==> config.mk <==
export PLATFORM = sky130hd
export DESIGN_NAME = serial_frame_checker_core
export DESIGN_NICKNAME = d
export VERILOG_FILES = /design/src/rtl/sfc_pkg.sv /design/src/rtl/serial_frame_checker_core.sv /design/src/rtl/sfc_csr.sv /design/src/rtl/sfc_frame_check.sv
export SDC_FILE = /design/constraint.sdc
export NUM_CORES = 1
export LEC_CHECK = 0
export BUFFER_PORTS_ARGS = -buffer_cell sky130_fd_sc_hd__buf_2
export CAP_MARGIN = 10
export CORE_MARGIN = 3
export CORE_UTILIZATION = 55
export DETAILED_ROUTE_END_ITERATION = 6
export PLACE_DENSITY = 0.7
export SLEW_MARGIN = 0
export SYNTH_ARGS = -nofsm -noshare
export SYNTH_HDL_FRONTEND = slang
export SYNTH_SLANG_ARGS = --single-unit
==> constraint.sdc <==
create_clock -name clock -period 5.3 [get_ports clock]
set_clock_uncertainty 0.05 [all_clocks]
set_input_delay 1.325 -clock clock [delete_from_list [all_inputs] [get_ports clock]]
set_output_delay 1.325 -clock clock [all_outputs]
set_load 0.01 [all_outputs]
==> src/rtl/sfc_pkg.sv <==
// Shared types and constants for the serial frame checker.
package sfc_pkg;

   // Frame layout
   localparam int FRAME_BYTES   = 17;
   localparam int PAYLOAD_BYTES = 12;
   localparam int CMD_OFFSET    = 3;
   localparam int CRC_BYTES     = 4;
   localparam int POS_W         = $clog2(FRAME_BYTES + 2);

   // CRC-32 (non-reflected, no final XOR)
   localparam logic [31:0] CRC_POLY = 32'h04C1_1DB7;
   localparam logic [31:0] CRC_INIT = 32'hFFFF_FFFF;

   // Register reset values
   localparam logic [7:0] START_MARKER_RST  = 8'h24;
   localparam logic [7:0] END_MARKER_RST    = 8'hFD;
   localparam logic [7:0] COMMAND_LIMIT_RST = 8'h07;

   // Register indexes on the csr port
   localparam int CSR_IDX_W = 8;
   localparam logic [CSR_IDX_W-1:0] CSR_START_MARKER  = 8'd0;
   localparam logic [CSR_IDX_W-1:0] CSR_END_MARKER    = 8'd1;
   localparam logic [CSR_IDX_W-1:0] CSR_COMMAND_LIMIT = 8'd2;

   typedef enum logic [1:0] {
      VERDICT_GOOD     = 2'd0,
      VERDICT_TOO_LONG = 2'd1,
      VERDICT_BAD_FMT  = 2'd2,
      VERDICT_CRC_BAD  = 2'd3
   } sfc_verdict_type;

   typedef struct packed {
      logic [7:0] rx_byte;
      logic       chunk_end;
   } sfc_req_type;

   typedef struct packed {
      sfc_verdict_type verdict;
      logic [7:0]      command;
      logic            dispatch;
   } sfc_rsp_type;

   typedef struct packed {
      logic [7:0] start_marker;
      logic [7:0] end_marker;
      logic [7:0] command_limit;
   } sfc_cfg_type;

endpackage

==> src/rtl/serial_frame_checker_core.sv <==
// Top level of the serial frame checker: input register, CSRs, frame check.
//
//   channel | direction | handshake          | word
//   req     | in        | req_valid/req_stall | sfc_req_type (rx_byte, chunk_end)
//   rsp     | out       | rsp_valid/rsp_stall | sfc_rsp_type (verdict, command, dispatch)
//   csr     | in        | csr_valid/csr_ready | csr_index, csr_data
//
// One byte per cycle sustained while rsp_stall is low; a verdict is offered once its chunk-end
// byte has passed the input register, then the result register.
// The per-byte CRC update is a fixed XOR network between the two registers.
// Synchronous reset loads the register defaults and clears the chunk state.
// rsp_stall holds the result; the input register then fills and raises req_stall.
module serial_frame_checker_core (
   input  logic                          clock,
   input  logic                          reset,
   input  logic                          req_valid,
   output logic                          req_stall,
   input  sfc_pkg::sfc_req_type          req_word,
   output logic                          rsp_valid,
   input  logic                          rsp_stall,
   output sfc_pkg::sfc_rsp_type          rsp_word,
   input  logic                          csr_valid,
   output logic                          csr_ready,
   input  logic [sfc_pkg::CSR_IDX_W-1:0] csr_index,
   input  logic [7:0]                    csr_data
);
   import sfc_pkg::*;

   sfc_cfg_type cfg;
   sfc_req_type in_word_ff;
   logic        in_valid_ff, in_valid_in;
   logic        in_take;
   logic        req_accept;

   // Input register: holds one word until the check stage takes it
   assign req_stall  = in_valid_ff && !in_take;
   assign req_accept = req_valid && !req_stall;

   always_comb begin
      in_valid_in = in_valid_ff;
      if (req_accept)   in_valid_in = 1'b1;
      else if (in_take) in_valid_in = 1'b0;
   end

   always_ff @(posedge clock) begin
      if (reset) begin
         in_valid_ff <= 1'b0;
      end else begin
         in_valid_ff <= in_valid_in;
      end
      if (req_accept) in_word_ff <= req_word;
   end

   sfc_csr u_csr (
      .clock     (clock),
      .reset     (reset),
      .csr_valid (csr_valid),
      .csr_ready (csr_ready),
      .csr_index (csr_index),
      .csr_data  (csr_data),
      .cfg       (cfg)
   );

   sfc_frame_check u_check (
      .clock     (clock),
      .reset     (reset),
      .cfg       (cfg),
      .in_valid  (in_valid_ff),
      .in_word   (in_word_ff),
      .in_take   (in_take),
      .rsp_valid (rsp_valid),
      .rsp_stall (rsp_stall),
      .rsp_word  (rsp_word)
   );

endmodule

==> src/rtl/sfc_csr.sv <==
// Configuration registers: markers and command limit.
module sfc_csr (
   input  logic                          clock,
   input  logic                          reset,
   input  logic                          csr_valid,
   output logic                          csr_ready,
   input  logic [sfc_pkg::CSR_IDX_W-1:0] csr_index,
   input  logic [7:0]                    csr_data,
   output sfc_pkg::sfc_cfg_type          cfg
);
   import sfc_pkg::*;

   sfc_cfg_type cfg_ff;
   sfc_cfg_type cfg_in;

   // Always able to take a write; unknown indexes are dropped
   assign csr_ready = 1'b1;

   always_comb begin
      cfg_in = cfg_ff;
      if (csr_valid) begin
         unique case (csr_index)
            CSR_START_MARKER:  cfg_in.start_marker  = csr_data;
            CSR_END_MARKER:    cfg_in.end_marker    = csr_data;
            CSR_COMMAND_LIMIT: cfg_in.command_limit = csr_data;
            default:           cfg_in = cfg_ff;
         endcase
      end
   end

   always_ff @(posedge clock) begin
      if (reset) begin
         cfg_ff.start_marker  <= START_MARKER_RST;
         cfg_ff.end_marker    <= END_MARKER_RST;
         cfg_ff.command_limit <= COMMAND_LIMIT_RST;
      end else begin
         cfg_ff <= cfg_in;
      end
   end

   assign cfg = cfg_ff;

endmodule

==> src/rtl/sfc_frame_check.sv <==
// Per-byte frame tracking, CRC update, verdict and result register.
module sfc_frame_check (
   input  logic                 clock,
   input  logic                 reset,
   input  sfc_pkg::sfc_cfg_type cfg,
   input  logic                 in_valid,
   input  sfc_pkg::sfc_req_type in_word,
   output logic                 in_take,
   output logic                 rsp_valid,
   input  logic                 rsp_stall,
   output sfc_pkg::sfc_rsp_type rsp_word
);
   import sfc_pkg::*;

   localparam logic [POS_W-1:0] POS_FRAME   = POS_W'(FRAME_BYTES);
   localparam logic [POS_W-1:0] POS_LAST    = POS_W'(FRAME_BYTES - 1);
   localparam logic [POS_W-1:0] POS_PAYLOAD = POS_W'(PAYLOAD_BYTES);
   localparam logic [POS_W-1:0] POS_CRC_END = POS_W'(PAYLOAD_BYTES + CRC_BYTES);
   localparam logic [POS_W-1:0] POS_CMD     = POS_W'(CMD_OFFSET);
   localparam logic [POS_W-1:0] POS_MAX     = POS_W'(FRAME_BYTES + 1);

   // One byte as a 32-bit word, top 24 bits zero, MSB first
   function automatic logic [31:0] crc_byte(input logic [31:0] crc, input logic [7:0] b);
      logic [31:0] c;
      logic        fb;
      c = crc;
      for (int k = 31; k >= 0; k--) begin
         fb = c[31] ^ ((k < 8) ? b[k[2:0]] : 1'b0);
         c  = {c[30:0], 1'b0} ^ (fb ? CRC_POLY : 32'h0);
      end
      return c;
   endfunction

   logic [POS_W-1:0] pos_ff, pos_in, pos_next;
   logic [31:0]      crc_ff, crc_in, crc_next;
   logic [31:0]      rcrc_ff, rcrc_in, rcrc_next;
   logic [7:0]       cmd_ff, cmd_in, cmd_next;
   logic             mk_ff, mk_in, mk_next;
   logic             rsp_valid_ff, rsp_valid_in;
   sfc_rsp_type      rsp_ff, rsp_in;
   sfc_verdict_type  verdict;
   logic             in_frame;
   logic [7:0]       b;

   // Stage advances whenever the result register is free or draining
   assign in_take  = in_valid && (!rsp_valid_ff || !rsp_stall);
   assign b        = in_word.rx_byte;
   assign in_frame = pos_ff < POS_FRAME;

   // Fold this byte into the chunk state
   always_comb begin
      mk_next   = mk_ff;
      crc_next  = crc_ff;
      cmd_next  = cmd_ff;
      rcrc_next = rcrc_ff;
      if (in_frame) begin
         if (pos_ff == '0 && b != cfg.start_marker) mk_next = 1'b0;
         if (pos_ff == POS_LAST && b != cfg.end_marker) mk_next = 1'b0;
         if (pos_ff < POS_PAYLOAD) crc_next = crc_byte(crc_ff, b);
         if (pos_ff == POS_CMD) cmd_next = b;
         if (pos_ff >= POS_PAYLOAD && pos_ff < POS_CRC_END) rcrc_next = {rcrc_ff[23:0], b};
      end
      pos_next = (pos_ff <= POS_FRAME) ? pos_ff + 1'b1 : pos_ff;
   end

   // Verdict on the updated state
   always_comb begin
      if (pos_next > POS_FRAME)
         verdict = VERDICT_TOO_LONG;
      else if (pos_next < POS_FRAME || !mk_next)
         verdict = VERDICT_BAD_FMT;
      else if (crc_next != rcrc_next)
         verdict = VERDICT_CRC_BAD;
      else
         verdict = VERDICT_GOOD;
   end

   // Next state: chunk end clears for the next chunk
   always_comb begin
      pos_in       = pos_ff;
      crc_in       = crc_ff;
      rcrc_in      = rcrc_ff;
      cmd_in       = cmd_ff;
      mk_in        = mk_ff;
      rsp_in       = rsp_ff;
      rsp_valid_in = rsp_valid_ff && rsp_stall;
      if (in_take) begin
         if (in_word.chunk_end) begin
            pos_in           = '0;
            crc_in           = CRC_INIT;
            rcrc_in          = '0;
            cmd_in           = '0;
            mk_in            = 1'b1;
            rsp_valid_in     = 1'b1;
            rsp_in.verdict   = verdict;
            rsp_in.command   = cmd_next;
            rsp_in.dispatch  = (verdict == VERDICT_GOOD) && (cmd_next < cfg.command_limit);
         end else begin
            pos_in  = pos_next;
            crc_in  = crc_next;
            rcrc_in = rcrc_next;
            cmd_in  = cmd_next;
            mk_in   = mk_next;
         end
      end
   end

   always_ff @(posedge clock) begin
      if (reset) begin
         pos_ff       <= '0;
         crc_ff       <= CRC_INIT;
         rcrc_ff      <= '0;
         cmd_ff       <= '0;
         mk_ff        <= 1'b1;
         rsp_valid_ff <= 1'b0;
      end else begin
         pos_ff       <= pos_in;
         crc_ff       <= crc_in;
         rcrc_ff      <= rcrc_in;
         cmd_ff       <= cmd_in;
         mk_ff        <= mk_in;
         rsp_valid_ff <= rsp_valid_in;
      end
      rsp_ff <= rsp_in;
   end

   assign rsp_valid = rsp_valid_ff;
   assign rsp_word  = rsp_ff;

   // A new result only ever follows a processed chunk-end byte
   a_rsp_from_chunk_end: assert property (@(posedge clock) disable iff (reset)
      $rose(rsp_valid_ff) |-> $past(in_take && in_word.chunk_end))
      else $error("result raised without a chunk-end byte");

   // Dispatch only on a good frame
   a_dispatch_good: assert property (@(posedge clock) disable iff (reset)
      rsp_valid_ff && rsp_ff.dispatch |-> rsp_ff.verdict == VERDICT_GOOD)
      else $error("dispatch on a rejected frame");

   // Position saturates just past the frame length
   a_pos_sat: assert property (@(posedge clock) disable iff (reset)
      pos_ff <= POS_MAX)
      else $error("byte position beyond saturation");

   // Chunk end leaves a clean state behind
   a_chunk_clear: assert property (@(posedge clock) disable iff (reset)
      in_take && in_word.chunk_end |=> pos_ff == '0 && mk_ff && crc_ff == CRC_INIT)
      else $error("chunk state not cleared");

endmodule
## After elaboration in Yosys (flattened, before gate mapping)

Cells that the tools add are included.

- Register bits: 124
- Input bits: 30
- Output and inout port bits: 14
- Word-level logic and storage cells: 148

- Add/sub/neg operators: 1
- Magnitude comparators: 8
- Equality and inequality tests: 7
- Multiplexer cells: 54
- Bitwise gates (word level): 40
- Reductions and logical operators: 23

Operator list:

| operator | count |
|---|---|
| 32-bit bitwise XOR | 32 |
| 27-bit two-way mux | 32 |
| 32-bit two-way mux | 6 |
| 32-bit inequality test | 1 |
| 8-bit two-way mux | 3 |
| 8-bit inequality test | 2 |
| 5-bit less-than comparator (second input constant) | 3 |
| 5-bit two-way mux | 2 |
| 8-bit by 1-bit equality test with 1-bit output (second input constant) | 1 |
| 8-bit by 2-bit equality test with 1-bit output (second input constant) | 1 |
| 1-bit logical AND | 8 |
| 8-bit logical NOT | 1 |
| 8-bit less-than comparator | 1 |
| 1-bit two-way mux | 8 |
| 2-bit AND reduction | 4 |
| 1-bit bitwise XOR | 8 |
| 2-bit two-way mux | 3 |
| 5-bit by 1-bit adder with 5-bit output (second input constant) | 1 |
| 5-bit by 2-bit equality test with 1-bit output (second input constant) | 1 |
| 5-bit equality test (second input constant) | 1 |
| 5-bit by 4-bit greater-or-equal comparator with 1-bit output (second input constant) | 1 |
| 5-bit greater-than comparator (second input constant) | 1 |
| 5-bit <= comparator (second input constant) | 1 |
| 1-bit logical NOT | 5 |
| other kinds (5) | 6 |

## Depth between registers and ports, before layout

- Depth after elaboration: 80
- Depth in mapped cells: 14
- Depth with buffers taken out: 12

## By module

Synthesis repeated with hierarchy kept, for this count alone.

- Cell total of the unflattened synthesis: 980
- Area total of the unflattened synthesis: 9865.7 um^2

By module, submodules not included:

| module | times used | cells an instance | area an instance (um^2) | sequential area each (um^2) |
|---|---|---|---|---|
| sfc_frame_check | 1 | 864 | 8509.4 | 1911.8 |
| sfc_csr | 1 | 103 | 1036.0 | 480.5 |
| serial_frame_checker_core | 1 | 13 | 320.3 | 290.3 |

## Worst setup path before layout

Ideal clock, no wire load.

- Path type: register to register
- Start: reg u_check.crc_ff[24]
- End: reg u_check.rsp_ff (netlist bit u_check.rsp_word[10]), data pin
- Setup time: 0.255 ns
- Arrival time: 4.027 ns
- Data required time: 4.995 ns
- Slack: 0.968 ns
- Stages on the path, launching flop included: 14
- Path buffers: 1
- Clock period less this slack: 4.332 ns
- Cells stage by stage: dfxtp_1 buf_4 xor2_2 xnor2_2 xnor2_2 xnor3_2 xor2_4 xnor3_1 mux2i_2 or4_1 or3_1 nor4_2 nand4_1 and2_1

- Cells in the longest elaborated chain, start to end: 45
- Elaborated cells between the ends (all ways): 57
- Classes of those cells: eq/ne: 1; mux: 18; bitwise: 38

RTL lines:

| item | line | text |
|---|---|---|
| from (decl) | sfc_frame_check.sv:35 | `logic [31:0] crc_ff, crc_in, crc_next;` |
| from (signal assigned) | sfc_frame_check.sv:118 | `crc_ff <= crc_in;` |
| 32-bit bitwise XOR (7 in a row) | sfc_frame_check.sv:29 | `c = {c[30:0], 1'b0} ^ (fb ? CRC_POLY : 32'h0);` |
| 27-bit two-way mux | sfc_frame_check.sv:29 |  |
| 32-bit bitwise XOR (6 in a row) | sfc_frame_check.sv:29 |  |
| 27-bit two-way mux | sfc_frame_check.sv:29 |  |
| 32-bit bitwise XOR (6 in a row) | sfc_frame_check.sv:29 |  |
| 27-bit two-way mux | sfc_frame_check.sv:29 |  |
| 32-bit bitwise XOR (6 in a row) | sfc_frame_check.sv:29 |  |
| 1-bit bitwise XOR | sfc_frame_check.sv:28 | `fb = c[31] ^ ((k < 8) ? b[k[2:0]] : 1'b0);` |
| (+9 left out) | -- |  |
| 32-bit bitwise XOR | sfc_frame_check.sv:29 |  |
| 32-bit two-way mux | sfc_frame_check.sv:59 | `if (pos_ff < POS_PAYLOAD) crc_next = crc_byte(crc_ff, b);` |
| 32-bit two-way mux (*) | sfc_frame_check.sv:56 | `if (in_frame) begin` |
| 32-bit inequality test (*) | sfc_frame_check.sv:72 | `else if (crc_next != rcrc_next)` |
| 2-bit two-way mux (*) | sfc_frame_check.sv:72 |  |
| 2-bit two-way mux (*) | sfc_frame_check.sv:70 | `else if (pos_next < POS_FRAME \|\| !mk_next)` |
| 2-bit two-way mux (*) | sfc_frame_check.sv:68 | `if (pos_next > POS_FRAME)` |
| net u_check.verdict[1] | sfc_frame_check.sv:41 | `sfc_verdict_type verdict;` |
| to (signal assigned) | sfc_frame_check.sv:124 | `rsp_ff <= rsp_in;` |
| to (decl) | sfc_frame_check.sv:40 | `sfc_rsp_type rsp_ff, rsp_in;` |

The timed path passes the listed nets; every way through them passes the cells marked *.
A chain may end at the register's enable or synchronous reset.

## Worst setup path in the final report

- Start: reg u_check.crc_ff[23]
- End: reg u_check.rsp_ff (netlist bit u_check.rsp_word[9]), data pin

- Cells in the longest elaborated chain, start to end: 44
- Elaborated cells between the ends (all ways): 56
- Classes of those cells: eq/ne: 1; mux: 17; bitwise: 38

RTL lines:

| item | line |
|---|---|
| 32-bit bitwise XOR (8 in a row) | sfc_frame_check.sv:29 |
| 27-bit two-way mux | sfc_frame_check.sv:29 |
| 32-bit bitwise XOR (6 in a row) | sfc_frame_check.sv:29 |
| 27-bit two-way mux or 32-bit bitwise XOR (tied branches) | sfc_frame_check.sv:29 |
| 32-bit bitwise XOR (3 in a row) | sfc_frame_check.sv:29 |
| 32-bit bitwise XOR or 27-bit two-way mux (tied branches) | sfc_frame_check.sv:29 |
| 32-bit bitwise XOR (6 in a row) | sfc_frame_check.sv:29 |
| 1-bit bitwise XOR | sfc_frame_check.sv:28 |
| (+9 left out) | -- |
| 32-bit bitwise XOR (2 in a row) | sfc_frame_check.sv:29 |
| 32-bit two-way mux | sfc_frame_check.sv:59 |
| 32-bit two-way mux (*) | sfc_frame_check.sv:56 |
| 32-bit inequality test (*) | sfc_frame_check.sv:72 |
| 2-bit two-way mux (*) | sfc_frame_check.sv:72 |
| 2-bit two-way mux (*) | sfc_frame_check.sv:70 |
| 2-bit two-way mux (*) | sfc_frame_check.sv:68 |
| net u_check.verdict[0] | sfc_frame_check.sv:41 |

Marks and branches as above.

==> summary.md <==
| Metric | Value |
|---|---|
| Status | completed |
| Top Family by Delay on Critical Path | XOR/XNOR gates |
| Sequential area share after synthesis | 0.275 |
| Final Critical Period | roughly 5 ns |
| RSZ-0062 raised after global routing | false |
| Rel. slew slack | 0.367 |
| CTS tree | yes |
| Root buffer cell | clkbuf_16 |
| Final Hold Viols | 0 |
| Fmax | a little under 200 MHz |
| I/O pin count | 44 |
| Cts bufs inserted | 17 |
| Largest net degree at the start of global routing | between 60 and 70 |
| HP Class | flop to flop |
| DIE WIDTH | between 100 and 150 um |
| Dpl hpwl | 20600 um |
| Layout fillers | ~1400 |
| Startpoint types | flop |
| Syn-to-layout area delta | 9.77% |
| WL final | between 20000 and 30000 um |
| Worst hold path cell count | 2 |
| Stages on worst setup path | 14 |
| Crit-path max FO | 7 |
| Endpoint type of the worst setup path | flop |
| Slowest-stage cell, CP | dfxtp_1 |
| GRT overflow | 0 |
| Asr flop ratio synth | 0 |
| Post-DRT Antenna Nets | 0 |
| Most frequent cells in the layout | 145 x xnor2_1, 104 x dfxtp_1, 93 x nor2_1, 78 x nand2_1, 66 x xor2_1 |
| Avg Inst Size Synth | 10.0 um2 |
| R2r startpoint | u_check.crc_ff[23] |
| Die area | between 15000 and 20000 um2 |
| Post-synth EDFFs | 20 |
| Synth Flop Type | dfxtp_1 |
| HP Start | u_check.mk_ff |
| Starting utilization of the core area | 0.564 |
| Unique masters post-synth | between 70 and 80 |
| CP Cell Sequence | buf_4 > xnor2_1 > xnor3_2 > xor2_2 > xnor3_1 > buf_4 > xor2_2 > xnor2_2 > mux2i_1 > or4_1 > or3_1 > nor4_2 > nand3_1 > a22o_1 |
| PortBufs | 42 |
| Ys Warns | 0 |
| Drc violations | 0 |
| FF-to-FF path depth | 14 |
| Slew Limit Fails | 0 |
| Worst path bufs/invs | 2 |
| Fraction of layout cells with a size suffix above 1 | 0.164 |
| H-tree level count | 4 |
| Total GRT Usage | 0.285 |
| Final core occ | 0.619 |
| Setup bufs post-CTS | 0 |
| Worst slew pin tran | around 0.94 ns |
| Hold-fix buffers at CTS | 0 |
| Routability congestion estimate | a little under 1 |
| Core area | 17300 um2 |
| Mapped Cells | ~1000 |
| Critical path type | flop to flop |
| #FFs+latches synth | about 120 |
| Max-Cap Viols | 0 |
| Via/cell ratio | about 5.9 |
| Worst skew pair latency | 0.44 ns |
| Nets | between 1000 and 1500 |
| Clk sinks | between 100 and 150 |
| First-pass DRT Iterations | 6 |
| Antenna cells | 0 |
| Initial antenna violation count | 0 |
| Wire per inst | roughly 22 um |
| Final period utilization | 0.956 |
| Global-route wire length before repair | 42300 um |
| CP Launch Point | u_check.crc_ff[23] |
| Synthesized net count | about 1000 |
| Clk buf depth | 2 |
| Fin Setup TNS | 0 ns |
| Final Setup Violations | 0 |
| Crit-path max cell delay | between 0.5 and 0.6 ns |
| Resize count post-CTS | 0 |
| Total number of vias | roughly 7300 |
| Site Rows | 48 |
| Vert. Die Dim | 139 um |
| Most common cell after layout, fill and taps aside | xnor2_1 |
| Syn Std Cell Area | 9750 um2 |
| Crit path DAT | roughly 5.2 ns |
| Initial drt markers | between 900 and 1000 |
| Vias in the first global route | 6901 |
| Required time of the critical path | between 5 and 6 ns |
| Worst-path clk slew | about 0.060 ns |
==> through the flow <==
stage                     area, um2  hold WS, ns  instances  worst slack, ns
after floorplan                9750        0.396        972            0.968
after CTS                     10700        0.429       1234            0.287
after global routing          10700        0.466       1235           0.0262
final                         10700        0.432       1235            0.234
after global placement        10100        0.414       1202            0.258
after detailed placement      10100        0.424       1202            0.303
==> cells in the mapped netlist (4+ instances only) <==
library cell,number,area (um2)
dfxtp_1,104,2080
edfxtp_1,20,601
xnor3_2,8,190
nand3_1,10,50.1
o21ai_0,30,150
o22ai_1,11,68.8
xor2_1,66,578
xnor2_2,14,228
buf_4,6,45.0
xor3_1,8,190
o211ai_1,23,173
and2_1,4,25.0
nand4_1,10,62.6
xnor2_4,6,165
buf_6,7,78.8
nand2_1,78,293
nor2_1,94,353
ha_1,10,125
inv_1,14,52.6
a21oi_1,21,105
buf_2,5,25.0
buf_1,7,26.3
xor2_2,9,146
a211o_1,6,52.6
a22oi_1,48,360
xnor2_1,145,1270
nor3_1,13,65.1
mux2i_1,38,380
nor2b_1,7,43.8
clkbuf_1,42,158
xnor3_1,39,878
mux2_2,8,90.1
==> layer usage <==
metal  track usage  up-vias  part of all wire
met3        0.0631       53             0.077
met1         0.417     3526              0.46
met2         0.421      337              0.44
met4        0.0937        0             0.029
li1              -     3428                 -
met5             0        -                 0
==> cell families after synthesis <==
logic type / share of synthesized area
and+or+nand+nor: 0.109
buffers and inverters: 0.0439
AOI/OAI and AO/OA: 0.116
other: 0.000385
xor gates and xnor gates: 0.393
adders and majority gates: 0.0128
muxes: 0.0497
DFF: 0.275
==> sequential cells by signal (all words and copies together) (netlist names) <==
register           cells
in_word_ff             9
u_check.mk_ff          1
u_check.pos_ff         5
in_valid_ff            1
u_check.rsp_valid      1
u_check.rcrc_ff       32
u_check.cmd_ff         8
u_check.rsp_word      11
u_check.crc_ff        32
u_csr.cfg             24
==> worst reg2reg max path, stage by stage (launching register included) <==
cell	delay (ns)
dfxtp_1	0.59
buf_4	0.24
xnor2_1	0.13
xnor3_2	0.50
xor2_2	0.33
xnor3_1	0.49
buf_4	0.23
xor2_2	0.36
xnor2_2	0.20
mux2i_1	0.11
or4_1	0.47
or3_1	0.39
nor4_2	0.40
nand3_1	0.12
a22o_1	0.20
==> cell type report <==
cell class                      count  area [um2]  area share
Sequential cell                   124        2680       0.251
Clock buffer                       19         454      0.0424
Multi-Input combinational cell    764        6660       0.622
Tap cell                          225         282      0.0263
Timing Repair Buffer               76         473      0.0442
Clock inverter                     13         103     0.00959
Inverter                           14        52.6     0.00491
==> path summary, 6_finish.rpt <==
path	to	slack, ns
max	u_check.rsp_word[9]	0.23
min	u_check.mk_ff	0.43
max reg2reg	u_check.rsp_word[9]	0.23
min reg2reg	u_check.mk_ff	0.43
Power is not shown: default switching activity piles up to over one toggle a cycle in this logic, so the estimate is an artifact.
